[src/hdl/assert_macros.svh]
// Assertion macros shared by the key edge tracker RTL.
// No dependencies; included by the modules that carry assertions.
`ifndef ASSERT_MACROS_SVH
`define ASSERT_MACROS_SVH

// Check a property on every rising clock edge outside reset.
`define KET_ASSERT(name, clk, rst_n, prop) \
  name: assert property (@(posedge clk) disable iff (!rst_n) prop) \
    else $error("assertion failed: %m");

// Check that a condition never holds on a rising clock edge outside reset.
`define KET_NEVER(name, clk, rst_n, cond) \
  name: assert property (@(posedge clk) disable iff (!rst_n) !(cond)) \
    else $error("forbidden condition: %m");

`endif

[src/hdl/ket_pkg.sv]
// Shared types and constants for the key edge tracker.
// No dependencies; imported by every module of the block.
package ket_pkg;

  localparam int CODE_W        = 8;
  localparam int LIMIT_W       = 16;
  localparam int STAMP_W       = 32;
  localparam int EVENT_W       = 2;
  localparam int KEY_COUNT_DEF = 256;
  localparam int TIME_BITS_DEF = 32;
  localparam int QUEUE_DEPTH   = 2;
  localparam int QPTR_W        = $clog2(QUEUE_DEPTH);
  localparam int QCNT_W        = $clog2(QUEUE_DEPTH + 1);

  typedef enum logic [EVENT_W-1:0] {
    EV_UP      = 2'd0,
    EV_DOWN    = 2'd1,
    EV_PRESS   = 2'd2,
    EV_RELEASE = 2'd3
  } key_event_e;

  typedef struct packed {
    logic               eof;
    logic [CODE_W-1:0]  key;
    logic               level;
    logic [LIMIT_W-1:0] limit;
    logic [STAMP_W-1:0] now;
  } cmd_t;

endpackage

[src/hdl/ket_queue.sv]
// Short command queue between the front and back ends.
// Depends on ket_pkg and assert_macros.svh.
`include "assert_macros.svh"
module ket_queue (
  input  logic          clk_i,
  input  logic          rst_ni,
  input  logic          push_i,
  input  ket_pkg::cmd_t cmd_i,
  output logic          full_o,
  input  logic          pop_i,
  output logic          empty_o,
  output ket_pkg::cmd_t cmd_o
);
  import ket_pkg::*;

  cmd_t              slot_q [QUEUE_DEPTH];
  logic [QPTR_W-1:0] wr_ptr_q, wr_ptr_d;
  logic [QPTR_W-1:0] rd_ptr_q, rd_ptr_d;
  logic [QCNT_W-1:0] cnt_q, cnt_d;
  logic              do_push, do_pop;

  assign full_o  = cnt_q == QCNT_W'(QUEUE_DEPTH);
  assign empty_o = cnt_q == '0;
  assign do_push = push_i && !full_o;
  assign do_pop  = pop_i && !empty_o;
  assign cmd_o   = slot_q[rd_ptr_q];

  always_comb begin
    wr_ptr_d = wr_ptr_q;
    rd_ptr_d = rd_ptr_q;
    cnt_d    = cnt_q;
    if (do_push) begin
      wr_ptr_d = (wr_ptr_q == QPTR_W'(QUEUE_DEPTH - 1)) ? '0 : wr_ptr_q + 1'b1;
    end
    if (do_pop) begin
      rd_ptr_d = (rd_ptr_q == QPTR_W'(QUEUE_DEPTH - 1)) ? '0 : rd_ptr_q + 1'b1;
    end
    if (do_push && !do_pop) begin
      cnt_d = cnt_q + 1'b1;
    end else if (do_pop && !do_push) begin
      cnt_d = cnt_q - 1'b1;
    end
  end

  always_ff @(posedge clk_i or negedge rst_ni) begin
    if (!rst_ni) begin
      wr_ptr_q <= '0;
      rd_ptr_q <= '0;
      cnt_q    <= '0;
    end else begin
      wr_ptr_q <= wr_ptr_d;
      rd_ptr_q <= rd_ptr_d;
      cnt_q    <= cnt_d;
    end
  end

  always_ff @(posedge clk_i) begin
    if (do_push) begin
      slot_q[wr_ptr_q] <= cmd_i;
    end
  end

  `KET_NEVER(a_cnt_bound, clk_i, rst_ni, cnt_q > QCNT_W'(QUEUE_DEPTH))
  `KET_NEVER(a_pop_empty, clk_i, rst_ni, pop_i && empty_o)

endmodule

[config.mk]
export PLATFORM = sky130hd
export DESIGN_NAME = ket_queue
export DESIGN_NICKNAME = d
export VERILOG_FILES = /design/src/hdl/ket_pkg.sv /design/src/hdl/ket_queue.sv
export VERILOG_INCLUDE_DIRS = /design/src /design/src/hdl
export SDC_FILE = /design/constraint.sdc
export NUM_CORES = 1
export LEC_CHECK = 0
export ABC_AREA = 0
export BUFFER_PORTS_ARGS = -buffer_cell sky130_fd_sc_hd__buf_4
export CORE_ASPECT_RATIO = 0.6
export CORE_MARGIN = 2
export CORE_UTILIZATION = 47
export DETAILED_ROUTE_END_ITERATION = 10
export HOLD_SLACK_MARGIN = 0.05
export PLACE_DENSITY = 0.76
export SLEW_MARGIN = 10
export SYNTH_ARGS = -nofsm -noshare
export SYNTH_HDL_FRONTEND = slang
export SYNTH_SLANG_ARGS = --single-unit
[constraint.sdc]
create_clock -name clk_i -period 3.4 [get_ports clk_i]
set_input_delay 0.34 -clock clk_i [delete_from_list [all_inputs] [get_ports clk_i]]
set_output_delay 0.34 -clock clk_i [all_outputs]
set_load 0.005 [all_outputs]
### Yosys cells after proc, flatten, opt, wreduce, memory -nomap -nowiden

Memory sizes are Yosys's and may differ from the RTL's.
Index checks and enable logic that the tools add are counted.
Widths: inputs -> output; s select.

| cells by class | value |
|---|---|
| add/subtract/negate cells | 4 |
| eq/ne operators | 1 |
| mux-type cells | 6 |
| reduce and logical (&&, ||, !) cells | 10 |

Operator list:

| cell | number |
|---|---|
| $logic_and 1x1->1 | 4 |
| $logic_not 1->1 | 4 |
| $mux 1 | 4 |
| $mux 2 | 2 |
| $add 1x1->1 const B | 2 |
| $add 2x1->2 const B | 1 |
| $eq 2x2->1 const B | 1 |
| $logic_not 2->1 | 1 |
| $reduce_bool 2->1 | 1 |
| $sub 2x1->2 const B | 1 |

| storage, ports and cells | value |
|---|---|
| flip-flop bits (word level) | 4 |
| memory bits (writable) | 116 |
| output and inout bits | 60 |
| memories | 1 |

Memory list:

| memory | words | bits a word | rd ports | clocked after Yosys merged registers in | write ports | line | text |
|---|---|---|---|---|---|---|---|
| slot_q | 2 | 58 | 1 | 0 | 1 | ket_queue.sv:16 | `cmd_t slot_q [QUEUE_DEPTH];` |

### Logic depth before layout (Yosys ltp)

Gate-level depths: netlist (run 1).

| depth | value |
|---|---|
| depth in word-level cells | 7 |
| depth in mapped cells | 7 |

### Least setup slack after synthesis (run 1)

No wires, ideal clock.

| path | value |
|---|---|
| path type | register -> register |
| start point | reg cnt_q[0] |
| end point | mem slot_q[0][0] (netlist bit), enable pin |
| library setup time | 0.474 ns |
| arrival time | 3.073 ns |
| setup slack | -0.146 ns |
| cell stages (with the launch flop) | 4 |
| clock period less this slack | 3.546 ns |
| path through | dfrtp_1 > nand2b_1 > nand2_1 > nor2_1 |

| between the ends | value |
|---|---|
| longest elaborated chain between the ends | 5 |

RTL lines:

| element | line | text |
|---|---|---|
| start: declaration | ket_queue.sv:19 | `logic [QCNT_W-1:0] cnt_q, cnt_d;` |
| start signal: assignment | ket_queue.sv:53 | `cnt_q <= cnt_d;` |
| $eq 2x2->1 | ket_queue.sv:22 | `assign full_o = cnt_q == QCNT_W'(QUEUE_DEPTH);` |
| $logic_not 1->1 | ket_queue.sv:24 | `assign do_push = push_i && !full_o;` |
| $logic_and 1x1->1 | ket_queue.sv:24 |  |
| $mux 1 | ket_queue.sv:58 | `if (do_push) begin` |
| $mux 1 (implied by the code) | ket_queue.sv:59 | `slot_q[wr_ptr_q] <= cmd_i;` |
| end: declaration | ket_queue.sv:16 |  |

Every way passes these cells.

==> metrics list, run 1 <==
- Run status: finished clean
* Clock Tree Buf Depth: 2
- Counting both buffers and inverters, the worst setup path holds a total of 2.
- CTS tree: yes
- Drt wl/cell: 16.4 µm
- The worst setup path is launched from a register.
- Effective utilization at floorplan: 0.484
* CP Class: reg2out
- Final design area excluding fillers: 0.00612 mm²
- Yosys printed 0 warnings.
* Vias per Instance: 4.73
* MaxCap Viol Count: 0
- Cell at the root of the clock tree: sky130_fd_sc_hd__clkbuf_16
- Clock tree synthesis found a total of 120 sinks.
* Hold Violations, Final: 0
* Share of synthesized flip-flops with an asynchronous set or reset: 0.0333
* Largest vdd supply drop: 0.504 mV
- Worst path max stage delay: 830 ps
- Floorplan die width: 129 µm
- The path with the worst hold slack has its endpoint at slot_q[0][10]$_DFFE_PP_.
- The H-tree was split into 4 levels.
- After filler insertion, the fill cell instance count of the layout stands at 651.
* Hpwl dp: 5200 µm
- Kind of capture point of the worst setup path: primary output
- The largest individual stage delay along the critical path comes from the cell sky130_fd_sc_hd__dfrtp_2.
- In the global route stage, met3 resource usage came out at 0.0809.
- Post-synth net total: 263
* RSZ-0062 raised after global routing: no
- STA puts the critical path data required time at 3060 ps.
- The area growth from synthesis to layout is 38.1%.
- In this run, synthesis produced a sequential element count of 120.
- The finished layout holds 482 standard cells, fillers aside.
- The floorplan step defined a die boundary enclosing 0.0102 mm².
- Cell types occupying the most area after synthesis: sky130_fd_sc_hd__edfxtp_1 (79%), sky130_fd_sc_hd__mux2_2 (12%), sky130_fd_sc_hd__mux2_4 (3.4%)
* Final worst path period share: 0.738
* WP depth: 3
- Counting the buffers created by CTS gives 17.
- The startpoint identified for the worst hold timing path is cmd_i[10].
* Die height: 79.2 µm
- At the pin with the least slew margin, the transition time is 716 ps.
- Routability-driven placement finished with a final weighted congestion of 0.716.
* Detailed router's first-iteration violation count: 178
- Overall via count from detail_route: 2278
* Tightest Hold Check Type: in2reg
- Area share of the largest cell type after synthesis: 0.787
- The share of the Yosys chip area taken by registers is 0.809.
- Clock network latency to the later pin of the worst-skew pair: 400 ps
- Initial antenna violation count: 0
- Via count of the first global-routing pass: 2337
- Avg Synthesized Cell Area: 22.1 µm²
* Number of cell rows: 27
- Number of remaining DRC errors: 0
- OpenSTA, run right after detailed placement, puts the worst setup slack at 1290 ps.
- Cell Area, Synth: 0.00443 mm²
- Sequential Area: 0.00358 mm²
- Number of setup violations in the final report: 0
- R2r startpoint: cnt_q[0]$_DFFE_PN0P_
* Clock transition time at the flip-flop clock pins of the worst setup and hold paths: 50 ps
* Top cell type by total area after synthesis: sky130_fd_sc_hd__edfxtp_1
* Max Clock Freq: 399 MHz
* Max transition margin: 0.523
- Number of enable-type register cells in the synthesized netlist: 116
- Among all cell types in the netlist, the one instantiated most often is sky130_fd_sc_hd__edfxtp_1.
- Worst path setup slack after routing: 892 ps
- Count of cells along the worst register-to-register path: 4
- Summed over all layers, the global routing overflow is 0.
* Most Frequent Cell on Critical Path: sky130_fd_sc_hd__buf_4
- Counting tap cells, the placed design contains a total of 449 instances.
* Pins over their slew limit: 0
* Worst Skew: 7.32 ps
- CP max FO: 32
- The analysis attributes to cell leakage a power of 2.36 nW.
* Global-route usage over all layers: 0.159
- Setup TNS after final layout: 0 ps
* Most used flip-flop cell after synthesis: sky130_fd_sc_hd__edfxtp_1
* Cell area after placement: 0.00551 mm²
- Worst Hold Path Cells: 1
- After technology mapping, the gate count stands at 200.
- Data arrives at the worst endpoint at 2170 ps.
- Quantity of I/O buffers inserted on ports: 121
* Leading cell types by count after synthesis: sky130_fd_sc_hd__edfxtp_1 (116), sky130_fd_sc_hd__mux2_2 (48), sky130_fd_sc_hd__mux2_4 (10), sky130_fd_sc_hd__buf_2 (4), sky130_fd_sc_hd__dfrtp_1 (4)
- In the global route stage, met2 resource usage came out at 0.225.
* Time the worst path needs with I/O delays and setup: 2510 ps
- In this run the critical register-to-register path is captured at slot_q[0][31]$_DFFE_PP_.
- In the final design database the tool counted 402 nets.
- Std-Cell Core Area: 0.00916 mm²
- The number of antenna diodes in the final layout is 0.
* Maximum number of pins on one net before global-route repair: 33
- In the final layout, the share of cells above drive strength 1 is 0.605.
- Top Ports: 122
- Post-route ant nets: 0
- Router iterations before antenna repair: 6
- Power density relative to cell area: 885 mW/mm²
* Total Routed Length: 7920 µm
- Multi-input logic area: 788 µm²
- The setup check on the worst reg-to-reg path leaves a slack of 1480 ps.
- In this run the most used layer during global routing was met2.
- For met1 alone, demand over resource in global routing was 0.199.
- The first global-routing pass estimated 11600 µm of wire.
- On the critical path the largest part of the delay comes from flip-flops.
- Yosys mapped the design onto 16 distinct sky130hd cell types.
- The signal on the critical path passes through buf_4, mux2_2, buf_4.
[worst max-delay path by stage]
stage                                  end                  from  slack (ps)
detailed placement               cmd_o[44]  rd_ptr_q$_DFFE_PN0P_        1290
global placement                 cmd_o[45]  rd_ptr_q$_DFFE_PN0P_        1300
global route                     cmd_o[52]  rd_ptr_q$_DFFE_PN0P_         760
CTS                              cmd_o[44]  rd_ptr_q$_DFFE_PN0P_         840
floorplan           slot_q[0][0]$_DFFE_PP_  cnt_q[0]$_DFFE_PN0P_         820
finish                           cmd_o[39]  rd_ptr_q$_DFFE_PN0P_         890
[sequential cells by signal (all words and copies together), names as in the netlist]
| name | count |
|---|---|
| slot_q | 116 |
| cnt_q | 2 |
| rd_ptr_q | 1 |
| wr_ptr_q | 1 |
[report_power, final]
group          total (W)  switching (W)  internal, W
logic            0.00144       0.000577     0.000861
clock network    0.00179       0.000577      0.00121
registers        0.00219       0.000164      0.00203
[metal layers]
metal  wire, µm  part of all wire  vias to the layer above
met5          0                 0                        -
met2       3610              0.46                      100
li1           -                 -                     1068
met1       3360              0.42                     1097
met4        114             0.014                        0
met3        832              0.11                       13
[placed cells by master, fill, tap and decap left out]
master,Yosys,layout
sky130_fd_sc_hd__dfrtp_1,4,3
sky130_fd_sc_hd__mux2_2,48,48
sky130_fd_sc_hd__edfxtp_1,116,116
sky130_fd_sc_hd__xor2_1,2,2
sky130_fd_sc_hd__clkbuf_1,0,3
sky130_fd_sc_hd__nand2b_1,1,1
sky130_fd_sc_hd__nand2_1,1,1
sky130_fd_sc_hd__mux2_4,10,10
sky130_fd_sc_hd__xnor2_1,3,3
sky130_fd_sc_hd__dfrtp_2,0,1
sky130_fd_sc_hd__buf_12,0,2
sky130_fd_sc_hd__nor2_1,3,2
sky130_fd_sc_hd__clkinv_1,0,3
sky130_fd_sc_hd__buf_4,0,124
sky130_fd_sc_hd__dlygate4sd3_1,0,1
sky130_fd_sc_hd__and3_2,0,1
sky130_fd_sc_hd__nor2_4,0,1
sky130_fd_sc_hd__ha_1,1,1
sky130_fd_sc_hd__clkbuf_16,0,17
sky130_fd_sc_hd__clkinv_2,0,5
sky130_fd_sc_hd__inv_1,2,2
sky130_fd_sc_hd__bufinv_16,0,4
sky130_fd_sc_hd__o21ai_0,1,1
[stage by stage]
step | hold slack, ps | util | total power (W)
2_1_floorplan | 44.4 | - | 0.00297
3_3_place_gp | 138 | 0.602 | 0.00365
3_5_place_dp | 139 | 0.602 | 0.00368
4_1_cts | 98.0 | 0.668 | 0.00549
5_1_grt | 99.4 | 0.668 | 0.00566
6_report | 119 | 0.668 | 0.00542
[final cells by class]
type,count,share of cell area
Clock buffer,20,0.0714
Clock inverter,12,0.0256
Inverter,2,0.00123
Multi-Input combinational cell,71,0.129
Sequential cell,120,0.586
Tap cell,130,0.0266
Timing Repair Buffer,127,0.160
[cells by family (layout without fill, tap and decap cells)]
kind of cell               after synthesis  count (layout)  synth area share
AOI/OAI and AO/OA                        1               1           0.00113
xor gates and xnor gates                 5               5           0.00989
adders and majority gates                1               1           0.00283
buffers and inverters                    9             161            0.0147
DFF                                    120             120             0.809
muxes                                   58              58             0.156
and+or+nand+nor                          6               6           0.00622
[timing repair]
action	4_1_cts	5_1_grt
gates resized for setup	0	0
buffers inserted	0	0
hold buffers	1	0
hold endpoints to repair	4	0
(Power assumes the default switching activity.)
==> run 2, diff against run 1 <==
- CORE_UTILIZATION: 47 -> 50
- PLACE_DENSITY: 0.76 -> 0.77
- clock period: 3.4 -> 2.4 ns (I/O delays scaled with it)
==> metrics list, run 2 (synthesis results as in run 1) <==
* CP Class: reg2out
- Time the worst path needs with I/O delays and setup: 1940 ps
* Setup TNS after final layout: 0 ps
* Quantity of I/O buffers inserted on ports: 121
* Clock network latency to the later pin of the worst-skew pair: 400 ps
* Overall via count from detail_route: 2505
* Drt wl/cell: 16.8 µm
- In the final layout, the share of cells above drive strength 1 is 0.516.
- The register with the most flip-flops in the layout has 116 of them.
- Number of setup violations in the final report: 0
- The longest clock path from root to sink contains 2 buffers.
- Pins over their slew limit: 0
- Area growth syn-to-layout: 49.3%
* Floorplan die width: 125 µm
- Registers with the highest flip-flop counts: slot_q x116, cnt_q x2
* Setup repair bufs after CTS: 0
* Hold Violations, Final: 0
* Max Clock Freq: 514 MHz
- Power density relative to cell area: 1140 mW/mm²
- Hold slack: 199 ps
- The die is 76.9 µm tall.
- Routability cong.: 0.769
- In this run the static leakage power is 2.57 nW.
* Reg with most FFs: slot_q
* Final design area excluding fillers: 0.00661 mm²
- Total of fill cells in the finished design: 519
* Tightest Hold Check Type: in2async
* Effective utilization at floorplan: 0.518
* Largest vdd supply drop: 0.697 mV
- Most common cell after layout, fill and taps aside: sky130_fd_sc_hd__buf_4
- In the final layout, flip-flops and latches occupy 0.00358 mm².
* Maximum number of pins on one net before global-route repair: 34
- Number of remaining DRC errors: 0
- Data required time at the worst endpoint: 2160 ps
* Worst Skew: 10.4 ps
- In the final layout, the multi-input gates occupy 788 µm².
* Worst slew pin tran: 451 ps
- For this design, the slowest cell found on the critical path is sky130_fd_sc_hd__mux2_2.
* Cell area after placement: 0.00547 mm²
- For this block, the initial DRC count from the detailed router was 110.
* Top Ports: 122
- PnR Total Power: 0.00755 W
* RSZ-0062 raised after global routing: no
- Headroom to the max-slew limit came out at 0.699.
* MaxCap Viol Count: 0
- Run status: finished clean
- STA classifies the critical path endpoint as a primary output.
- Critical path arrival: 1700 ps
- Clock-pin slew was measured on the worst setup and hold paths at 50 ps.
* Most Frequent Cell on Critical Path: sky130_fd_sc_hd__buf_4
- The pre-antenna-repair detailed-routing pass consisted of 5 iterations.
- Worst-path cell chain: buf_4, mux2_2, buf_4
- Final worst path period share: 0.810
- Worst path max stage delay: 410 ps
- Overflow after GRT: 0
* Total clock sinks: 120
* Cell at the root of the clock tree: sky130_fd_sc_hd__clkbuf_16
- For this run, the total global-route usage over all layers was measured as 0.192.
- The number of antenna violations at the first check in global routing is 0.
* Crit start category: register
- # nets final: 461
* CTS tree: yes
* Wire length of the first global-routing pass: 13600 µm
- Along the worst path, the maximum fanout reaches 33.
* Post-route ant nets: 0
* Most frequent cells in the layout: sky130_fd_sc_hd__buf_4 (127), sky130_fd_sc_hd__edfxtp_1 (116), sky130_fd_sc_hd__dlygate4sd3_1 (59)
* Via count of the first global-routing pass: 2687
- H-Tree Depth: 4
- Number of cell rows: 26
* Num CTS Buffers: 17
* Std-Cell Core Area: 0.00856 mm²
- Total Routed Length: 8770 µm
- Using the TritonRoute via totals, the vias-per-cell ratio works out to 4.79.
* Hpwl dp: 5360 µm
- Count of antenna diodes in the layout: 0
* Area of the die: 0.00965 mm²
-- run 2: cell count changes in the layout (fill, tap and decap cells not counted), sizes merged --
cell,before,now
bufinv,4,2
clkinvlp,0,2
dlygate4sd3,1,59
buf,126,127
-- run 2: layout make-up --
cell class | instances | share of cell area
Inverter | 2 | 0.00114
Timing Repair Buffer | 186 | 0.234
Clock buffer | 20 | 0.0661
Multi-Input combinational cell | 71 | 0.119
Sequential cell | 120 | 0.542
Clock inverter | 12 | 0.0165
Tap cell | 112 | 0.0212
-- run 2: critical path: cells and delay by family (launching register included) --
kind / cells / cell delay, ps
multiplexers: 1 / 410
flip-flops: 1 / 350
buffers and inverters: 2 / 540
-- run 2: timing repair --
| item | 4_1_cts | 5_1_grt |
|---|---|---|
| hold buffers | 59 | 0 |
| endpoints found under the hold margin | 120 | 0 |
| gates resized for setup | 0 | 0 |
| setup endpoints to repair | 0 | 0 |
-- run 2: power breakdown --
group	total, W	leakage [nW]	switching, W	internal, W
clock network	0.00231	0.261	0.000815	0.00150
registers	0.00301	1.12	0.000136	0.00287
logic	0.00223	1.19	0.000970	0.00126
-- run 2: metrics by stage --
stage | worst slack [ps] | util | std cells
floorplan | 6.12 | - | 200
global placement | 857 | 0.640 | 432
detailed placement | 767 | 0.640 | 432
CTS | 428 | 0.773 | 523
global route | 384 | 0.773 | 523
finish | 455 | 0.773 | 523
-- run 2: worst paths after layout --
kind                                           start                       to  slack, ps  cells past startpoint
min in group clk_i                             pop_i     rd_ptr_q$_DFFE_PN0P_        200                      3
worst max-delay path            rd_ptr_q$_DFFE_PN0P_                cmd_o[15]        460                      3
worst max register to register  cnt_q[0]$_DFFE_PN0P_  slot_q[0][22]$_DFFE_PP_        770                      4
worst min-delay path                          rst_ni     cnt_q[0]$_DFFE_PN0P_        200                      2
worst min register to register  cnt_q[1]$_DFFE_PN0P_     cnt_q[1]$_DFFE_PN0P_        530                      1
max in group asynchronous                     rst_ni     rd_ptr_q$_DFFE_PN0P_       2080                      2
-- run 2: per-layer routing --
metal | up-vias | wire length, µm | global-route usage | part of all wire
met5 | - | 0 | 0 | 0
met4 | 0 | 51 | 0.0800 | 0.0058
met3 | 6 | 671 | 0.0782 | 0.077
met2 | 102 | 4210 | 0.294 | 0.48
met1 | 1214 | 3840 | 0.244 | 0.44
li1 | 1183 | - | - | -
==> run 3, diff against run 2 <==
- clock period: 2.4 -> 1.99 ns (I/O delays scaled with it)
==> metrics list, run 3 (synthesis results as in run 1) <==
- Num CTS Buffers: 17
* Portion of total power attributed to the clock network: 0.309
- No sink is reached through more buffers than the 2 on the longest clock path.
- Setup repair after global routing left no endpoint under its margin.
- The final number of hold-violating endpoints is 0.
- Floorplan die width: 125 µm
- Router iterations before antenna repair: 4
* Capture instance of the worst register-to-register path: cnt_q[1]$_DFFE_PN0P_
- The finished cells cover 0.00671 mm².
- Cell at the root of the clock tree: sky130_fd_sc_hd__clkbuf_16
- The flow ran to the end, and the final reports show no timing, DRC or antenna violations.
- # nets final: 462
- The via count of the first global-routing pass came to 2698.
- Max Clock Freq: 519 MHz
* Most frequent cells in the layout: sky130_fd_sc_hd__buf_4 (122), sky130_fd_sc_hd__edfxtp_1 (116), sky130_fd_sc_hd__dlygate4sd3_1 (59)
- Setup violations remaining at the end of the flow were counted as 0.
- Detailed placement finished with a half-perimeter wire length of 5550 µm.
- Multi-input logic area: 788 µm²
* Vias per Instance: 4.81
- After filler insertion, the fill cell instance count of the layout stands at 496.
- In the final layout, the share of cells above drive strength 1 is 0.526.
* Largest vdd supply drop: 0.862 mV
- Area of the die: 0.00965 mm²
- For this run the aggregate overflow at the end of global routing stands at 0.
- The worst setup path is captured at a primary output.
- Switching power: 0.00238 W
* Pins over their slew limit: 0
- R2r startpoint: cnt_q[0]$_DFFE_PN0P_
- Dividing the final minimum period by the clock period gives 0.968.
- In this run, the number of DRC markers left after iteration 0 of detailed routing was 150.
- Sequential Area: 0.00359 mm²
- After floorplanning, the core was sized to cover 0.00856 mm².
* PnR Total Power: 0.00942 W
- After the flow finishes, the layout carries non-filler instances totaling 523.
- Placement-stage worst setup slack: 340 ps
- Total clock sinks: 120
- Count of placed standard cells including taps: 433
- Drt wl/cell: 17.4 µm
- After detailed routing, the total wire length is 9080 µm.
* Cell area after placement: 0.00554 mm²
- Routability-driven placement finished with a final weighted congestion of 0.736.
- Reg-to-reg setup timing slack: 280 ps
* Tightest Hold Check Type: in2async
* Overall via count from detail_route: 2517
* Die height: 76.9 µm
- Worst Skew: 5.33 ps
- Data required time at the worst endpoint: 1790 ps
- Number of cell rows: 26
- The first global-routing pass estimated 14200 µm of wire.
- For the worst flop-to-flop path, the logic depth is 7.
* Top Ports: 122
* Clock transition time at the flip-flop clock pins of the worst setup and hold paths: 50 ps
- CP max FO: 23
- Share of total power consumed by net switching: 0.253
* Reg with most FFs: slot_q
- The worst path meets setup with 63.4 ps of slack.
- Registers with the highest flip-flop counts: slot_q x116, cnt_q x2
- Of the total power, combinational logic draws 0.298.
- Crit start category: register
* H-Tree Depth: 4
- CP Class: reg2out
- Setup TNS after final layout: 0 ps
- The share of total power dissipated in sequential elements is 0.393.
- The internal power of the cells totals 0.00704 W.
- The register with the most flip-flops in the layout has 116 of them.
- For the pin with the worst max-slew slack, the measured transition is 410 ps.
- Global-route usage over all layers: 0.201
- Once the clock tree was built, the setup fixing pass inserted 0 buffers.
- For this design the static power due to leakage is 2.62 nW.
- Post-route ant nets: 0
- CTS tree: yes
- For the worst-skew pair, the clock arrives at the later sink with an insertion delay of 400 ps.
* Most common cell after layout, fill and taps aside: sky130_fd_sc_hd__buf_4
* MaxCap Viol Count: 0
* Power density relative to cell area: 1400 mW/mm²
- For this configuration, the core starts out at a cell density of 0.518.
* Area growth syn-to-layout: 51.5%
- Initial antenna violation count: 0
* Max transition margin: 0.727
- Maximum number of pins on one net before global-route repair: 30
- For the finished layout, the period the worst path requires is 1930 ps.
- During placement, the flow inserted port buffers numbering 121.
* Critical path arrival: 1730 ps
- Number of remaining DRC errors: 0
- Count of antenna diodes in the layout: 0
[run 3: changes by cell type in the layout (fill, tap and decap cells not counted), sizes merged]
| cell | before | now |
|---|---|---|
| clkinvlp | 2 | 0 |
| buf | 127 | 128 |
| bufinv | 2 | 3 |
| clkinv | 8 | 10 |
| clkbuf | 20 | 18 |
[run 3: what timing repair did]
action,4_1_cts,5_1_grt
setup endpoints to repair,10,5
hold endpoints to repair,120,0
resized for setup,1,1
hold buffers,59,0
[run 3: through the flow]
stage	hold slack [ps]	utilization
floorplan	-96.6	-
global placement	0.419	0.648
detailed placement	1.26	0.648
CTS	113	0.783
global route	129	0.784
finish	132	0.784
[run 3: worst max-delay path: stages (launching register included)]
cell                      delay (ps)
sky130_fd_sc_hd__dfrtp_4         570
sky130_fd_sc_hd__buf_12          230
sky130_fd_sc_hd__mux2_2          370
sky130_fd_sc_hd__buf_4           140
[run 3: cell type report]
cell class / instances / area share
sequential: 120 / 0.535
inverter: 2 / 0.00112
clock buffer: 18 / 0.0640
tap: 112 / 0.0209
clock inverter: 13 / 0.0203
multi-input combinational: 71 / 0.118
timing repair buffer: 187 / 0.241
[run 3: power by group through the flow]
stage          combinational (W)  clock, W  sequential (W)
2_1_floorplan            0.00145         0         0.00362
3_3_place_gp             0.00269         0         0.00369
3_5_place_dp             0.00272         0         0.00373
4_1_cts                  0.00284   0.00296         0.00369
5_1_grt                  0.00302   0.00307         0.00375
6_report                 0.00281   0.00291         0.00370
[run 3: worst max-delay path by stage]
| stage | start | to | cells after the start |
|---|---|---|---|
| 6_report | rd_ptr_q$_DFFE_PN0P_ | cmd_o[53] | 3 |
| 5_1_grt | rd_ptr_q$_DFFE_PN0P_ | cmd_o[56] | 3 |
| 2_1_floorplan | cnt_q[0]$_DFFE_PN0P_ | slot_q[0][0]$_DFFE_PP_ | 3 |
| 3_3_place_gp | cnt_q[0]$_DFFE_PN0P_ | slot_q[0][54]$_DFFE_PP_ | 4 |
| 4_1_cts | rd_ptr_q$_DFFE_PN0P_ | cmd_o[57] | 3 |
| 3_5_place_dp | cnt_q[0]$_DFFE_PN0P_ | cnt_q[1]$_DFFE_PN0P_ | 7 |
[run 3: routing by layer]
| layer | up-vias | part of all wire | global-route usage | wire, µm |
|---|---|---|---|---|
| met1 | 1216 | 0.45 | 0.269 | 4120 |
| met3 | 11 | 0.073 | 0.0775 | 666 |
| met2 | 108 | 0.46 | 0.305 | 4200 |
| met5 | - | 0 | 0 | 0 |
| li1 | 1182 | - | - | - |
| met4 | 0 | 0.011 | 0.0667 | 96 |
